**src/hdl/cpc_pkg.sv**
```systemverilog
// Shared types and constants for the channel preference checker.
`timescale 1ns / 1ps

package cpc_pkg;

   localparam int MAX_GROUPS_DEF   = 8;
   localparam int NUM_CHANNELS_DEF = 13;

   localparam logic [7:0]  KIND_PREFERENCE  = 8'h8B;
   localparam logic [7:0]  KIND_POWER       = 8'h8D;
   localparam logic [15:0] TLV_ID_AND_COUNT = 16'd7;   // radio id plus one more byte
   localparam logic [2:0]  ID_BYTES         = 3'd6;
   localparam logic [3:0]  SCORE_RESERVED   = 4'd15;
   localparam logic [3:0]  REASON_MAX       = 4'd13;
   localparam logic [3:0]  REASON_RSVD_LO   = 4'd6;
   localparam logic [3:0]  REASON_RSVD_HI   = 4'd10;
   localparam logic [7:0]  ADV_CLASS_RST    = 8'd81;
   localparam logic [3:0]  OPERABLE_RST     = 4'd6;

   typedef enum logic [1:0] {
      CMD_HEADER = 2'd0,
      CMD_VALUE  = 2'd1,
      CMD_END    = 2'd2
   } cmd_type;

   typedef enum logic [1:0] {
      STATUS_OK          = 2'd0,
      STATUS_INVALID     = 2'd1,
      STATUS_UNSUPPORTED = 2'd2
   } status_type;

   typedef enum logic [1:0] {
      ACT_NONE  = 2'd0,
      ACT_PREF  = 2'd1,
      ACT_POWER = 2'd2
   } active_type;

   typedef enum logic [1:0] {
      PHASE_CLASS    = 2'd0,
      PHASE_COUNT    = 2'd1,
      PHASE_CHANNELS = 2'd2,
      PHASE_SCORE    = 2'd3
   } phase_type;

   typedef enum logic [1:0] {
      CSR_RADIO_ID  = 2'd0,
      CSR_TX_POWER  = 2'd1,
      CSR_ADV_CLASS = 2'd2,
      CSR_OPERABLE  = 2'd3
   } csr_addr_type;

endpackage

```
**src/hdl/cpc_if.sv**
```systemverilog
// Valid/ready channel interfaces for the channel preference checker.
`timescale 1ns / 1ps

interface cpc_req_if;
   logic        valid;
   logic        ready;
   logic [1:0]  command;
   logic [7:0]  tlv_kind;
   logic [15:0] tlv_length;
   logic [7:0]  data_byte;

   modport source (output valid, command, tlv_kind, tlv_length, data_byte, input ready);
   modport sink   (input valid, command, tlv_kind, tlv_length, data_byte, output ready);
endinterface

interface cpc_rsp_if;
   logic       valid;
   logic       ready;
   logic [1:0] status;
   logic       declined;

   modport source (output valid, status, declined, input ready);
   modport sink   (input valid, status, declined, output ready);
endinterface

interface cpc_csr_if;
   logic        valid;
   logic        ready;
   logic [1:0]  index;
   logic [47:0] data;

   modport source (output valid, index, data, input ready);
   modport sink   (input valid, index, data, output ready);
endinterface

```
**src/hdl/channel_preference_checker_core.sv**
```systemverilog
// Top level: TLV stream checker for channel preference and transmit power TLVs.
// Throughput: one transaction per cycle on req, sustained, while rsp keeps up.
// A req transaction lands in the input register; as it retires from there its state
//   update is registered and, for an end marker, rsp valid is set by that same update.
// Only an end marker can wait in the input register, and only while rsp is full.
// Reset (synchronous, active high) clears all message state and sets the
//   configuration registers to their defaults; no clearing pass is needed.
`timescale 1ns / 1ps

module channel_preference_checker_core #(
   parameter int MAX_GROUPS   = cpc_pkg::MAX_GROUPS_DEF,
   parameter int NUM_CHANNELS = cpc_pkg::NUM_CHANNELS_DEF
) (
   input logic      clock,
   input logic      reset,
   cpc_req_if.sink  req,
   cpc_rsp_if.source rsp,
   cpc_csr_if.sink  csr
);

   // ---------------------------------------------------------------
   // Configuration registers (the user must write them only while idle; not enforced here)
   // ---------------------------------------------------------------
   logic [47:0]       radio_id_ff;
   logic signed [7:0] tx_power_ff;
   logic [7:0]        adv_class_ff;
   logic [3:0]        operable_ff;

   assign csr.ready = 1'b1;

   always_ff @(posedge clock) begin
      if (reset) begin
         radio_id_ff  <= '0;
         tx_power_ff  <= '0;
         adv_class_ff <= cpc_pkg::ADV_CLASS_RST;
         operable_ff  <= cpc_pkg::OPERABLE_RST;
      end else if (csr.valid) begin
         unique case (cpc_pkg::csr_addr_type'(csr.index))
            cpc_pkg::CSR_RADIO_ID:  radio_id_ff  <= csr.data;
            cpc_pkg::CSR_TX_POWER:  tx_power_ff  <= csr.data[7:0];
            cpc_pkg::CSR_ADV_CLASS: adv_class_ff <= csr.data[7:0];
            cpc_pkg::CSR_OPERABLE:  operable_ff  <= csr.data[3:0];
         endcase
      end
   end

   // ---------------------------------------------------------------
   // Input register
   // ---------------------------------------------------------------
   logic                 in_valid_ff;
   cpc_pkg::cmd_type     in_cmd_ff;
   logic [7:0]           in_kind_ff;
   logic [15:0]          in_len_ff;
   logic [7:0]           in_byte_ff;
   logic                 advance;
   logic                 rsp_valid_ff;

   // The staged item retires unless it is an end marker facing a full rsp register.
   assign advance   = in_valid_ff &&
                      (in_cmd_ff != cpc_pkg::CMD_END || !rsp_valid_ff || rsp.ready);
   assign req.ready = !in_valid_ff || advance;

   always_ff @(posedge clock) begin
      if (reset) begin
         in_valid_ff <= 1'b0;
      end else if (req.ready) begin
         in_valid_ff <= req.valid;
      end
   end

   always_ff @(posedge clock) begin
      if (req.ready && req.valid) begin
         in_cmd_ff  <= cpc_pkg::cmd_type'(req.command);
         in_kind_ff <= req.tlv_kind;
         in_len_ff  <= req.tlv_length;
         in_byte_ff <= req.data_byte;
      end
   end

   // ---------------------------------------------------------------
   // Message state
   // ---------------------------------------------------------------
   logic                    pref_seen_ff,  pref_seen_in;
   logic                    power_seen_ff, power_seen_in;
   cpc_pkg::status_type     err_ff,        err_in;
   logic                    decline_ff,    decline_in;
   cpc_pkg::active_type     active_ff,     active_in;
   logic [15:0]             bytes_left_ff, bytes_left_in;
   logic [2:0]              hdr_pos_ff,    hdr_pos_in;
   logic [3:0]              groups_left_ff, groups_left_in;
   cpc_pkg::phase_type      phase_ff,      phase_in;
   logic                    class_match_ff, class_match_in;
   logic [3:0]              chan_left_ff,  chan_left_in;
   logic [3:0]              chan_count_ff, chan_count_in;
   logic [NUM_CHANNELS-1:0] group_mask_ff, group_mask_in;
   logic [NUM_CHANNELS-1:0] claimed_ff,    claimed_in;

   // Result register
   logic                    rsp_valid_in;
   cpc_pkg::status_type     rsp_status_ff, rsp_status_in;
   logic                    rsp_decl_ff,   rsp_decl_in;

   // One-hot channel decodes; zero when out of range.
   logic [NUM_CHANNELS-1:0] byte_bit;
   logic [NUM_CHANNELS-1:0] operable_bit;

   always_comb begin
      for (int i = 0; i < NUM_CHANNELS; i++) begin
         byte_bit[i]     = (in_byte_ff == 8'(i + 1));
         operable_bit[i] = (operable_ff == 4'(i + 1));
      end
   end

   // Expected radio id byte, most significant first.
   logic [7:0] id_byte;

   always_comb begin
      unique case (hdr_pos_ff)
         3'd0:    id_byte = radio_id_ff[47:40];
         3'd1:    id_byte = radio_id_ff[39:32];
         3'd2:    id_byte = radio_id_ff[31:24];
         3'd3:    id_byte = radio_id_ff[23:16];
         3'd4:    id_byte = radio_id_ff[15:8];
         3'd5:    id_byte = radio_id_ff[7:0];
         default: id_byte = '0;
      endcase
   end

   // Open TLV is incomplete at a header or end marker.
   logic finish_fail;
   assign finish_fail = (err_ff == cpc_pkg::STATUS_OK) && (active_ff != cpc_pkg::ACT_NONE) &&
                        ((bytes_left_ff != '0) ||
                         (active_ff == cpc_pkg::ACT_PREF && groups_left_ff != '0));

   // Score/reason byte fields
   logic [3:0]              score;
   logic [3:0]              reason;
   logic                    code_bad;
   logic [NUM_CHANNELS-1:0] applies;

   assign score    = in_byte_ff[7:4];
   assign reason   = in_byte_ff[3:0];
   assign code_bad = (score == cpc_pkg::SCORE_RESERVED) || (reason > cpc_pkg::REASON_MAX) ||
                     (reason >= cpc_pkg::REASON_RSVD_LO && reason <= cpc_pkg::REASON_RSVD_HI);
   // A group with no channels covers every channel.
   assign applies  = (chan_count_ff != '0) ? group_mask_ff : '1;

   always_comb begin
      pref_seen_in   = pref_seen_ff;
      power_seen_in  = power_seen_ff;
      err_in         = err_ff;
      decline_in     = decline_ff;
      active_in      = active_ff;
      bytes_left_in  = bytes_left_ff;
      hdr_pos_in     = hdr_pos_ff;
      groups_left_in = groups_left_ff;
      phase_in       = phase_ff;
      class_match_in = class_match_ff;
      chan_left_in   = chan_left_ff;
      chan_count_in  = chan_count_ff;
      group_mask_in  = group_mask_ff;
      claimed_in     = claimed_ff;
      rsp_status_in  = rsp_status_ff;
      rsp_decl_in    = rsp_decl_ff;

      if (advance) begin
         unique case (in_cmd_ff)
            cpc_pkg::CMD_HEADER: begin
               if (finish_fail) begin
                  err_in = cpc_pkg::STATUS_INVALID;
               end
               active_in     = cpc_pkg::ACT_NONE;
               bytes_left_in = '0;
               if (err_in == cpc_pkg::STATUS_OK) begin
                  hdr_pos_in    = '0;
                  bytes_left_in = in_len_ff;
                  if (in_kind_ff == cpc_pkg::KIND_PREFERENCE) begin
                     if (pref_seen_ff || in_len_ff < cpc_pkg::TLV_ID_AND_COUNT) begin
                        err_in = cpc_pkg::STATUS_INVALID;
                     end else begin
                        pref_seen_in   = 1'b1;
                        active_in      = cpc_pkg::ACT_PREF;
                        groups_left_in = '0;
                        phase_in       = cpc_pkg::PHASE_CLASS;
                     end
                  end else if (in_kind_ff == cpc_pkg::KIND_POWER) begin
                     if (power_seen_ff || in_len_ff != cpc_pkg::TLV_ID_AND_COUNT) begin
                        err_in = cpc_pkg::STATUS_INVALID;
                     end else begin
                        power_seen_in = 1'b1;
                        active_in     = cpc_pkg::ACT_POWER;
                     end
                  end else begin
                     err_in = cpc_pkg::STATUS_UNSUPPORTED;
                  end
               end
            end

            cpc_pkg::CMD_VALUE: begin
               if (err_ff == cpc_pkg::STATUS_OK) begin
                  if (active_ff == cpc_pkg::ACT_NONE || bytes_left_ff == '0) begin
                     err_in = cpc_pkg::STATUS_INVALID;       // stray byte
                  end else begin
                     bytes_left_in = bytes_left_ff - 16'd1;
                     if (hdr_pos_ff < cpc_pkg::ID_BYTES) begin
                        if (id_byte != in_byte_ff) begin
                           err_in = cpc_pkg::STATUS_INVALID;
                        end else begin
                           hdr_pos_in = hdr_pos_ff + 3'd1;
                        end
                     end else if (hdr_pos_ff == cpc_pkg::ID_BYTES) begin
                        hdr_pos_in = cpc_pkg::ID_BYTES + 3'd1;
                        if (active_ff == cpc_pkg::ACT_POWER) begin
                           if ($signed(in_byte_ff) < tx_power_ff) begin
                              decline_in = 1'b1;
                           end
                        end else if (in_byte_ff > 8'(MAX_GROUPS)) begin
                           err_in = cpc_pkg::STATUS_INVALID;
                        end else begin
                           groups_left_in = in_byte_ff[3:0];
                           phase_in       = cpc_pkg::PHASE_CLASS;
                        end
                     end else if (active_ff == cpc_pkg::ACT_PREF) begin
                        if (groups_left_ff == '0) begin
                           err_in = cpc_pkg::STATUS_INVALID;  // trailing byte
                        end else begin
                           unique case (phase_ff)
                              cpc_pkg::PHASE_CLASS: begin
                                 class_match_in = (in_byte_ff == adv_class_ff);
                                 phase_in       = cpc_pkg::PHASE_COUNT;
                              end
                              cpc_pkg::PHASE_COUNT: begin
                                 if (in_byte_ff > 8'(NUM_CHANNELS)) begin
                                    err_in = cpc_pkg::STATUS_INVALID;
                                 end else begin
                                    chan_left_in  = in_byte_ff[3:0];
                                    chan_count_in = in_byte_ff[3:0];
                                    group_mask_in = '0;
                                    phase_in      = (in_byte_ff != '0) ?
                                                    cpc_pkg::PHASE_CHANNELS :
                                                    cpc_pkg::PHASE_SCORE;
                                 end
                              end
                              cpc_pkg::PHASE_CHANNELS: begin
                                 if (class_match_ff &&
                                     (byte_bit == '0 || (group_mask_ff & byte_bit) != '0)) begin
                                    err_in = cpc_pkg::STATUS_INVALID;
                                 end else begin
                                    if (class_match_ff) begin
                                       group_mask_in = group_mask_ff | byte_bit;
                                    end
                                    chan_left_in = chan_left_ff - 4'd1;
                                    if (chan_left_ff == 4'd1) begin
                                       phase_in = cpc_pkg::PHASE_SCORE;
                                    end
                                 end
                              end
                              cpc_pkg::PHASE_SCORE: begin
                                 if (code_bad ||
                                     (class_match_ff && (applies & claimed_ff) != '0)) begin
                                    err_in = cpc_pkg::STATUS_INVALID;
                                 end else begin
                                    if (class_match_ff) begin
                                       claimed_in = claimed_ff | applies;
                                       if (score == '0 && (applies & operable_bit) != '0) begin
                                          decline_in = 1'b1;
                                       end
                                    end
                                    groups_left_in = groups_left_ff - 4'd1;
                                    phase_in       = cpc_pkg::PHASE_CLASS;
                                 end
                              end
                           endcase
                        end
                     end else begin
                        err_in = cpc_pkg::STATUS_INVALID;     // power TLV too long
                     end
                  end
               end
            end

            cpc_pkg::CMD_END: begin
               rsp_status_in  = finish_fail ? cpc_pkg::STATUS_INVALID : err_ff;
               rsp_decl_in    = !finish_fail && (err_ff == cpc_pkg::STATUS_OK) && decline_ff;
               pref_seen_in   = 1'b0;
               power_seen_in  = 1'b0;
               err_in         = cpc_pkg::STATUS_OK;
               decline_in     = 1'b0;
               active_in      = cpc_pkg::ACT_NONE;
               bytes_left_in  = '0;
               hdr_pos_in     = '0;
               groups_left_in = '0;
               phase_in       = cpc_pkg::PHASE_CLASS;
               class_match_in = 1'b0;
               chan_left_in   = '0;
               chan_count_in  = '0;
               group_mask_in  = '0;
               claimed_in     = '0;
            end

            default: begin
               // unused command code: dropped
            end
         endcase
      end
   end

   // Result valid: set by a retiring end marker, cleared when taken.
   always_comb begin
      rsp_valid_in = rsp_valid_ff && !rsp.ready;
      if (advance && in_cmd_ff == cpc_pkg::CMD_END) begin
         rsp_valid_in = 1'b1;
      end
   end

   always_ff @(posedge clock) begin
      if (reset) begin
         pref_seen_ff   <= 1'b0;
         power_seen_ff  <= 1'b0;
         err_ff         <= cpc_pkg::STATUS_OK;
         decline_ff     <= 1'b0;
         active_ff      <= cpc_pkg::ACT_NONE;
         bytes_left_ff  <= '0;
         hdr_pos_ff     <= '0;
         groups_left_ff <= '0;
         phase_ff       <= cpc_pkg::PHASE_CLASS;
         class_match_ff <= 1'b0;
         chan_left_ff   <= '0;
         chan_count_ff  <= '0;
         group_mask_ff  <= '0;
         claimed_ff     <= '0;
         rsp_valid_ff   <= 1'b0;
      end else begin
         pref_seen_ff   <= pref_seen_in;
         power_seen_ff  <= power_seen_in;
         err_ff         <= err_in;
         decline_ff     <= decline_in;
         active_ff      <= active_in;
         bytes_left_ff  <= bytes_left_in;
         hdr_pos_ff     <= hdr_pos_in;
         groups_left_ff <= groups_left_in;
         phase_ff       <= phase_in;
         class_match_ff <= class_match_in;
         chan_left_ff   <= chan_left_in;
         chan_count_ff  <= chan_count_in;
         group_mask_ff  <= group_mask_in;
         claimed_ff     <= claimed_in;
         rsp_valid_ff   <= rsp_valid_in;
      end
   end

   always_ff @(posedge clock) begin
      rsp_status_ff <= rsp_status_in;
      rsp_decl_ff   <= rsp_decl_in;
   end

   assign rsp.valid    = rsp_valid_ff;
   assign rsp.status   = rsp_status_ff;
   assign rsp.declined = rsp_decl_ff;

   // ---------------------------------------------------------------
   // Assertions
   // ---------------------------------------------------------------
   a_decline_only_ok: assert property (@(posedge clock) disable iff (reset)
      rsp_valid_ff && rsp_decl_ff |-> rsp_status_ff == cpc_pkg::STATUS_OK)
      else $error("declined reported with nonzero status");

   a_stall_only_end: assert property (@(posedge clock) disable iff (reset)
      in_valid_ff && !advance |-> in_cmd_ff == cpc_pkg::CMD_END && rsp_valid_ff)
      else $error("input stage stalled without a pending result");

   a_end_gives_rsp: assert property (@(posedge clock) disable iff (reset)
      advance && in_cmd_ff == cpc_pkg::CMD_END |=> rsp_valid_ff)
      else $error("end marker retired without a result");

   a_no_open_bytes: assert property (@(posedge clock) disable iff (reset)
      err_ff == cpc_pkg::STATUS_OK && active_ff == cpc_pkg::ACT_NONE |-> bytes_left_ff == '0)
      else $error("bytes pending with no open transaction TLV");

   a_groups_bounded: assert property (@(posedge clock) disable iff (reset)
      err_ff == cpc_pkg::STATUS_OK |-> groups_left_ff <= 4'(MAX_GROUPS))
      else $error("group count exceeds limit");

endmodule
```
**src/flat_wrapper.sv**
```systemverilog
// flat-port wrapper written by rule: the top's interface ports become plain ports
module channel_preference_checker_core_flat 
#(
   parameter int MAX_GROUPS   = cpc_pkg::MAX_GROUPS_DEF,
   parameter int NUM_CHANNELS = cpc_pkg::NUM_CHANNELS_DEF
)
  (clock, reset, req_valid, req_command, req_tlv_kind, req_tlv_length, req_data_byte, req_ready, rsp_valid, rsp_status, rsp_declined, rsp_ready, csr_valid, csr_index, csr_data, csr_ready);
  cpc_req_if req_i ();
  cpc_rsp_if rsp_i ();
  cpc_csr_if csr_i ();
  input logic clock;
  input logic reset;
  input wire logic [$bits(req_i.valid)-1:0] req_valid;
  input wire logic [$bits(req_i.command)-1:0] req_command;
  input wire logic [$bits(req_i.tlv_kind)-1:0] req_tlv_kind;
  input wire logic [$bits(req_i.tlv_length)-1:0] req_tlv_length;
  input wire logic [$bits(req_i.data_byte)-1:0] req_data_byte;
  output wire logic [$bits(req_i.ready)-1:0] req_ready;
  output wire logic [$bits(rsp_i.valid)-1:0] rsp_valid;
  output wire logic [$bits(rsp_i.status)-1:0] rsp_status;
  output wire logic [$bits(rsp_i.declined)-1:0] rsp_declined;
  input wire logic [$bits(rsp_i.ready)-1:0] rsp_ready;
  input wire logic [$bits(csr_i.valid)-1:0] csr_valid;
  input wire logic [$bits(csr_i.index)-1:0] csr_index;
  input wire logic [$bits(csr_i.data)-1:0] csr_data;
  output wire logic [$bits(csr_i.ready)-1:0] csr_ready;
  assign req_i.valid = req_valid;
  assign req_i.command = req_command;
  assign req_i.tlv_kind = req_tlv_kind;
  assign req_i.tlv_length = req_tlv_length;
  assign req_i.data_byte = req_data_byte;
  assign req_ready = req_i.ready;
  assign rsp_valid = rsp_i.valid;
  assign rsp_status = rsp_i.status;
  assign rsp_declined = rsp_i.declined;
  assign rsp_i.ready = rsp_ready;
  assign csr_i.valid = csr_valid;
  assign csr_i.index = csr_index;
  assign csr_i.data = csr_data;
  assign csr_ready = csr_i.ready;
  channel_preference_checker_core #(.MAX_GROUPS(MAX_GROUPS), .NUM_CHANNELS(NUM_CHANNELS)) u_core (.clock(clock), .reset(reset), .req(req_i), .rsp(rsp_i), .csr(csr_i));
endmodule
```
**config.mk**
```make
export PLATFORM = sky130hd
export DESIGN_NAME = channel_preference_checker_core_flat
export DESIGN_NICKNAME = d
export VERILOG_FILES = /design/src/hdl/cpc_pkg.sv /design/src/hdl/cpc_if.sv /design/src/hdl/channel_preference_checker_core.sv /design/src/flat_wrapper.sv
export SDC_FILE = /design/constraint.sdc
export NUM_CORES = 1
export LEC_CHECK = 0
export BUFFER_PORTS_ARGS = -buffer_cell sky130_fd_sc_hd__buf_2
export CORE_ASPECT_RATIO = 1.75
export CORE_MARGIN = 1.5
export CORE_UTILIZATION = 45
export DETAILED_ROUTE_END_ITERATION = 10
export GPL_TIMING_DRIVEN = 0
export PLACE_DENSITY = 0.66
export SYNTH_ARGS = -nofsm -noshare
export SYNTH_HDL_FRONTEND = slang
export SYNTH_SLANG_ARGS = --single-unit
```
**constraint.sdc**
```tcl
create_clock -name clock -period 3.4 [get_ports clock]
set_input_delay 0.68 -clock clock [delete_from_list [all_inputs] [get_ports clock]]
set_output_delay 0.68 -clock clock [all_outputs]
set_load 0.02 [all_outputs]
```
### Word level (Yosys, flattened, before mapping)

Cells that the tools add are included.

| operators by class | value |
|---|---|
| magnitude comparators | 8 |
| equality and inequality tests | 95 |
| divide/modulo/power cells | 0 |
| multiply operators | 0 |
| muxes and demuxes | 143 |
| bitwise gates (word level) | 5 |
| add/sub/neg operators | 4 |
| reduce and logical (&&, ||, !) cells | 69 |
| shift-type cells | 0 |

Operators by type and width:

| cell | count |
|---|---|
| $mux 13 | 19 |
| $mux 4 | 28 |
| $mux 2 | 39 |
| $pmux 13 s2 | 3 |
| $eq 8x4->1 const B | 6 |
| $mux 16 | 3 |
| $pmux 16 s3 | 1 |
| $pmux 8 s6 | 1 |
| $and 13x13->13 | 3 |
| $reduce_bool 13->1 | 3 |
| $eq 8x3->1 const B | 4 |
| $mux 1 | 29 |
| $eq 4x4->1 const B | 7 |
| $ne 2x2->1 const B | 13 |
| $or 13x13->13 | 2 |
| $ne 3x3->1 const B | 8 |
| $ne 8x5->1 const B | 3 |
| $pmux 4 s2 | 3 |
| $reduce_and 11->1 | 2 |
| $reduce_and 10->1 | 2 |
| $mux 3 | 6 |
| $pmux 2 s3 | 3 |
| $eq 4x3->1 const B | 4 |
| $eq 8x2->1 const B | 2 |
| 57 further kinds | 130 |

| storage, ports and cells | value |
|---|---|
| logic and storage cells | 350 |
| register bits after elaboration | 174 |
| input bits | 89 |
| output and inout port bits | 6 |
| latch bits | 0 |
| ROM bits | 0 |
| memories | 0 |
| memory bits (writable) | 0 |

### Longest topological paths before layout

| logic depth | value |
|---|---|
| depth in word-level cells | 16 |
| gate-level depth with buffers | 13 |
| depth with buffers taken out | 10 |

### Worst setup path before layout

OpenSTA, ideal clock, no wires.

| timing | value |
|---|---|
| kind | register -> register |
| from | register u_core.in_cmd_ff[0] |
| to | register u_core.in_byte_ff[0], enable pin |
| setup time | 0.446 ns |
| period minus slack after synthesis | 3.472 ns |
| path slack | -0.072 ns |
| arrival time | 3.026 ns |
| required time | 2.954 ns |
| cell stages (with the launch flop) | 6 |
| buffers on the path | 2 |
| cell sequence | edfxtp_1 > inv_1 > ha_1 > clkbuf_1 > buf_1 > a31oi_1 |

| between the ends | value |
|---|---|
| word-level cells in the longest chain between the ends | 6 |

Ends and longest elaborated chain:

| element | line | source |
|---|---|---|
| start, declared | channel_preference_checker_core.sv:51 | `cpc_pkg::cmd_type in_cmd_ff;` |
| start signal, assigned | channel_preference_checker_core.sv:73 | `in_cmd_ff <= cpc_pkg::cmd_type'(req.command);` |
| $ne 2x2->1 | channel_preference_checker_core.sv:60 | `(in_cmd_ff != cpc_pkg::CMD_END \|\| !rsp_valid_ff \|\| rsp.ready);` |
| $logic_or 1x1->1 (2 in a row) | channel_preference_checker_core.sv:60 |  |
| $logic_and 1x1->1 | channel_preference_checker_core.sv:59 | `assign advance = in_valid_ff &&` |
| $logic_or 1x1->1 | channel_preference_checker_core.sv:61 | `assign req.ready = !in_valid_ff \|\| advance;` |
| $logic_and 1x1->1 | channel_preference_checker_core.sv:72 | `if (req.ready && req.valid) begin` |
| end signal, assigned | channel_preference_checker_core.sv:76 | `in_byte_ff <= req.data_byte;` |
| end, declared | channel_preference_checker_core.sv:54 | `logic [7:0] in_byte_ff;` |

Every way passes these cells.
A chain may end at the register's enable or synchronous reset.

### Worst setup path in the final report

| timing | value |
|---|---|
| from | register u_core.in_byte_ff[6] |
| to | register u_core.group_mask_ff[0] |

| between the ends | value |
|---|---|
| word-level cells in the longest chain between the ends | 12 |
| elaborated cells between the ends (all ways) | 33 |
| classes of those cells | order compare (1); eq/ne (15); mux (10); bitwise (2); reduce/logical (5) |

Ends and longest elaborated chain:

| element | line | source |
|---|---|---|
| $eq 8x1->1 | channel_preference_checker_core.sv:109 | `byte_bit[i] = (in_byte_ff == 8'(i + 1));` |
| $or 13x13->13 | channel_preference_checker_core.sv:250 | `group_mask_in = group_mask_ff \| byte_bit;` |
| $mux 13 | channel_preference_checker_core.sv:249 | `if (class_match_ff) begin` |
| $mux 13 | channel_preference_checker_core.sv:245 | `if (class_match_ff &&` |
| $pmux 13 s2 | channel_preference_checker_core.sv:227 | `unique case (phase_ff)` |
| $mux 13 | channel_preference_checker_core.sv:224 | `if (groups_left_ff == '0) begin` |
| $mux 13 | channel_preference_checker_core.sv:223 | `end else if (active_ff == cpc_pkg::ACT_PREF) begin` |
| $mux 13 | channel_preference_checker_core.sv:211 | `end else if (hdr_pos_ff == cpc_pkg::ID_BYTES) begin` |
| $mux 13 | channel_preference_checker_core.sv:205 | `if (hdr_pos_ff < cpc_pkg::ID_BYTES) begin` |
| $mux 13 | channel_preference_checker_core.sv:201 | `if (active_ff == cpc_pkg::ACT_NONE \|\| bytes_left_ff == '0) begin` |
| $mux 13 | channel_preference_checker_core.sv:200 | `if (err_ff == cpc_pkg::STATUS_OK) begin` |
| $pmux 13 s2 | channel_preference_checker_core.sv:167 | `unique case (in_cmd_ff)` |
| end signal, assigned | channel_preference_checker_core.sv:346 | `group_mask_ff <= group_mask_in;` |
| end, declared | channel_preference_checker_core.sv:95 | `logic [NUM_CHANNELS-1:0] group_mask_ff, group_mask_in;` |

Parallel ways exist; a longest one is shown, timed or not. The select of a mux whose other input is x is not followed.

==> impl_results.md <==
- First-pass GRT wire length: ~42000 um
- EDFF count, synth: 37
- Clk buf depth: 2
- CP startpoint kind: register
- Fin nets: roughly 1300
- Initial Utilization: 46.1%
- GRT overflow: 0
- Net Sw Frac: 26.7%
- Clk Latency, worst-skew pair: 450 ps
- CTS tree: done
- Final Max Slew Viols: 0
- Share of cells above drive strength 1: 14.7%
- Area Overhead vs Synth: 16.1%
- Slew @ Worst Pin: around 990 ps
- Root buffer cell: clkbuf_16
- Starting DRC count in detailed routing: 457
- Element type at the critical path end: register
- WS Path Type: register to register
- Synth warn: 0
- RSZ-0062 raised after global routing: false
- Final ANT Viol Nets: 0
- Part of the power in registers: 46.5%
- Ant diodes: 0
- Slew HR: about a third
- Total Wirelength: 26000 um
- Pwr/cell area: around 470 nW/um2
- R2r setup slk: 180 ps
- Fillers: ~1900
- Fin crit period: around 3200 ps
- # clock sinks: 174
- Leak Pwr: ~0.0038 uW
- Post-Layout Inst Area: a little over 10000 um2
- DP Area: 9690 um2
- Synth Net Count: ~1200
- Synth Area per Inst: around 8.4 um2
- Synth Cell Area: roughly 8900 um2
- GRT Util Overall: a little over a quarter
- Port buffer count: 92
- Sequential share of the synthesized area: a little over two fifths
- Tot Pwr: between 4000 and 5000 uW
- Die ar.: ~21000 um2
- CP required: between 3000 and 4000 ps
- VDD IR-drop max: 308 uV
- Worst-path maximum fanout: 10
- Clock power frac: 41.8%
- Async S/R FF share, synth: 0%
- Drt via density: 5.79
- Vias: a little over 8000
- Largest net degree at the start of global routing: 28
- # setup viols final: 0
- Number of global-route vias before repair: a little over 8000
- Final hold vios: 0
- DR pass1 iterations: 5
- Main synth FF type: dfxtp_1
- Total CTS buffers: 17
- Cell Rows: 67
- Clk slew on worst S/H paths: approximately 70 ps
- Syn Inst Count: 1060
- Logic pwr share: between 10% and 20%
- Routed WL per cell: approximately 18 um
- H-tree depth: 4
- Status: complete, no violations
- I/O Pins: 95
- Skew final: about 12 ps
- DRC Markers: 0
- Initial antenna violation count: 0
- Seq cells post-synth: around 170
- Die Height: about 190 um
- Core area: 19300 um2
- Net Switching: 1290 uW
- Internal power: 3530 uW
- Setup TNS Final: 0 ps
- F_max: a little over 300 MHz
- Final HPWL DP: between 15000 and 20000 um
- Chip Width: around 110 um
- RD Place Congestion: 0.911
- Min-Delay Path Class: input port to register
- Tcrit/Tclk final: between 90% and 100%
- Max-Cap Viols: 0
- Yosys cell types: 83
- Critical Path AT: between 3000 and 4000 ps
[worst paths after layout]
check                             from                 endpoint  depth (start not counted)
setup / recovery  u_core.in_byte_ff[6]  u_core.group_mask_ff[0]                          8
hold / removal        req_data_byte[7]     u_core.in_byte_ff[7]                          1
setup reg to reg  u_core.in_byte_ff[6]  u_core.group_mask_ff[0]                          8
hold reg to reg   u_core.claimed_ff[8]     u_core.claimed_ff[8]                          2
[per-layer routing]
metal / track usage, % / share of wire (%) / vias up
li1: - / - / 4023
met1: 27.9 / 37 / 3907
met2: 47.8 / 54 / 240
met3: 4.17 / 3.3 / 77
met4: 15.4 / 5.4 / 0
met5: 0 / 0 / -
[layout make-up]
type | instances | area [um2] | share of cell area (%)
well taps | 241 | 302 | 2.92
multi-input cells | 772 | 4630 | 44.8
plain buffers | 69 | 293 | 2.83
clock buffers | 20 | 489 | 4.73
inverters | 44 | 165 | 1.60
clock inverters | 12 | 120 | 1.16
flip-flops and latches | 174 | 3850 | 37.3
repair buffers | 93 | 480 | 4.65
[cell families after synthesis]
| group | after synthesis | share of synthesized area (%) |
|---|---|---|
| xor gates and xnor gates | 16 | 1.57 |
| muxes | 23 | 2.63 |
| DFF | 174 | 43.3 |
| and+or+nand+nor | 409 | 21.7 |
| adders and majority gates | 26 | 3.66 |
| other | 1 | 0.0421 |
| AOI/OAI and AO/OA | 297 | 21.9 |
| buffers and inverters | 114 | 5.16 |
[power groups by stage]
| stage | clock (uW) | combinational, uW | sequential [uW] |
|---|---|---|---|
| floorplan | 0 | 372 | 2270 |
| CTS | 2040 | 559 | 2240 |
| global placement | 0 | 544 | 2290 |
| finish | 2010 | 565 | 2240 |
| detailed placement | 0 | 557 | 2290 |
| global route | 2120 | 626 | 2250 |
[placed cells by master (no fill, tap or decap), types with 6 or more instances in the layout]
cell,instances
nand2_1,174
dfxtp_1,137
a21oi_1,108
buf_2,102
nor2_1,101
clkbuf_1,50
o21ai_0,48
inv_1,43
edfxtp_1,37
a22oi_1,29
ha_1,26
nand3_1,23
mux2i_1,20
clkbuf_16,19
nor3_1,14
nor4_1,12
xnor2_1,12
a31oi_1,11
nor2b_1,9
nand4_1,9
or3_1,9
a211oi_1,9
or2_2,8
o21ai_1,8
nand2b_1,7
a32o_1,7
nor3b_1,6
and2_1,6
o21a_1,6
o31ai_1,6
[registers in the layout (all words and copies together), names as in the netlist, 2 cells and up]
register and cells:
u_core.active_ff 2, u_core.in_len_ff 16, u_core.group_mask_ff 13, u_core.hdr_pos_ff 3, u_core.tx_power_ff 8, u_core.rsp.status 2, u_core.in_kind_ff 8, u_core.chan_left_ff 4
u_core.radio_id_ff 48, u_core.in_byte_ff 8, u_core.claimed_ff 13, u_core.err_ff 2, u_core.in_cmd_ff 2, u_core.bytes_left_ff 16, u_core.adv_class_ff 8, u_core.groups_left_ff 4
u_core.phase_ff 2, u_core.chan_count_ff 4, u_core.operable_ff 4
[Yosys cell counts (5+ instances only)]
cell | instances | area share (%)
a41oi_1 | 5 | 0.49
nand4_1 | 9 | 0.63
a32o_1 | 7 | 0.79
a21oi_1 | 108 | 6.1
nand3_1 | 23 | 1.3
nor2_1 | 102 | 4.3
and2_1 | 6 | 0.42
or2_2 | 8 | 0.56
o21ai_0 | 48 | 2.7
a222oi_1 | 5 | 0.56
clkbuf_1 | 52 | 2.2
nand2_1 | 174 | 7.3
a211oi_1 | 9 | 0.76
or3_1 | 9 | 0.63
dfxtp_1 | 137 | 31
o21ai_1 | 9 | 0.51
a31oi_1 | 12 | 0.84
o31ai_1 | 7 | 0.59
xnor2_1 | 12 | 1.2
buf_2 | 10 | 0.56
o21a_1 | 6 | 0.51
nor2b_1 | 9 | 0.63
inv_1 | 43 | 1.8
a22oi_1 | 29 | 2.4
nor3b_1 | 6 | 0.51
edfxtp_1 | 37 | 12
nor3_1 | 15 | 0.84
nand2b_1 | 7 | 0.49
ha_1 | 26 | 3.7
buf_1 | 5 | 0.21
mux2i_1 | 20 | 2.3
nor4_1 | 13 | 0.91
[stage by stage]
stage	hold WS [ps]	std cells	setup WS, ps	util, %
detailed placement	439	1394	-136	50.3
finish	400	1425	185	53.6
global route	388	1425	8.97	53.6
floorplan	422	1060	557	-
CTS	386	1426	57.5	53.4
global placement	432	1393	-267	50.1
[critical path, stage by stage, from the launching register on]
cell       delay (ps)
edfxtp_1          430
clkbuf_1          240
nor4_1            670
o2111ai_1         450
o41ai_1           420
nand3_2           240
o21ai_2           310
buf_2             260
nor2_1             70
[timing repair]
action	4_1_cts	5_1_grt
setup endpoints to repair	4	8
gates resized for setup	1	7
pin swaps	0	1
hold endpoints to repair	0	0
hold buffers	0	0
setup buffers	0	0
Power figures use the tool's default switching activity.
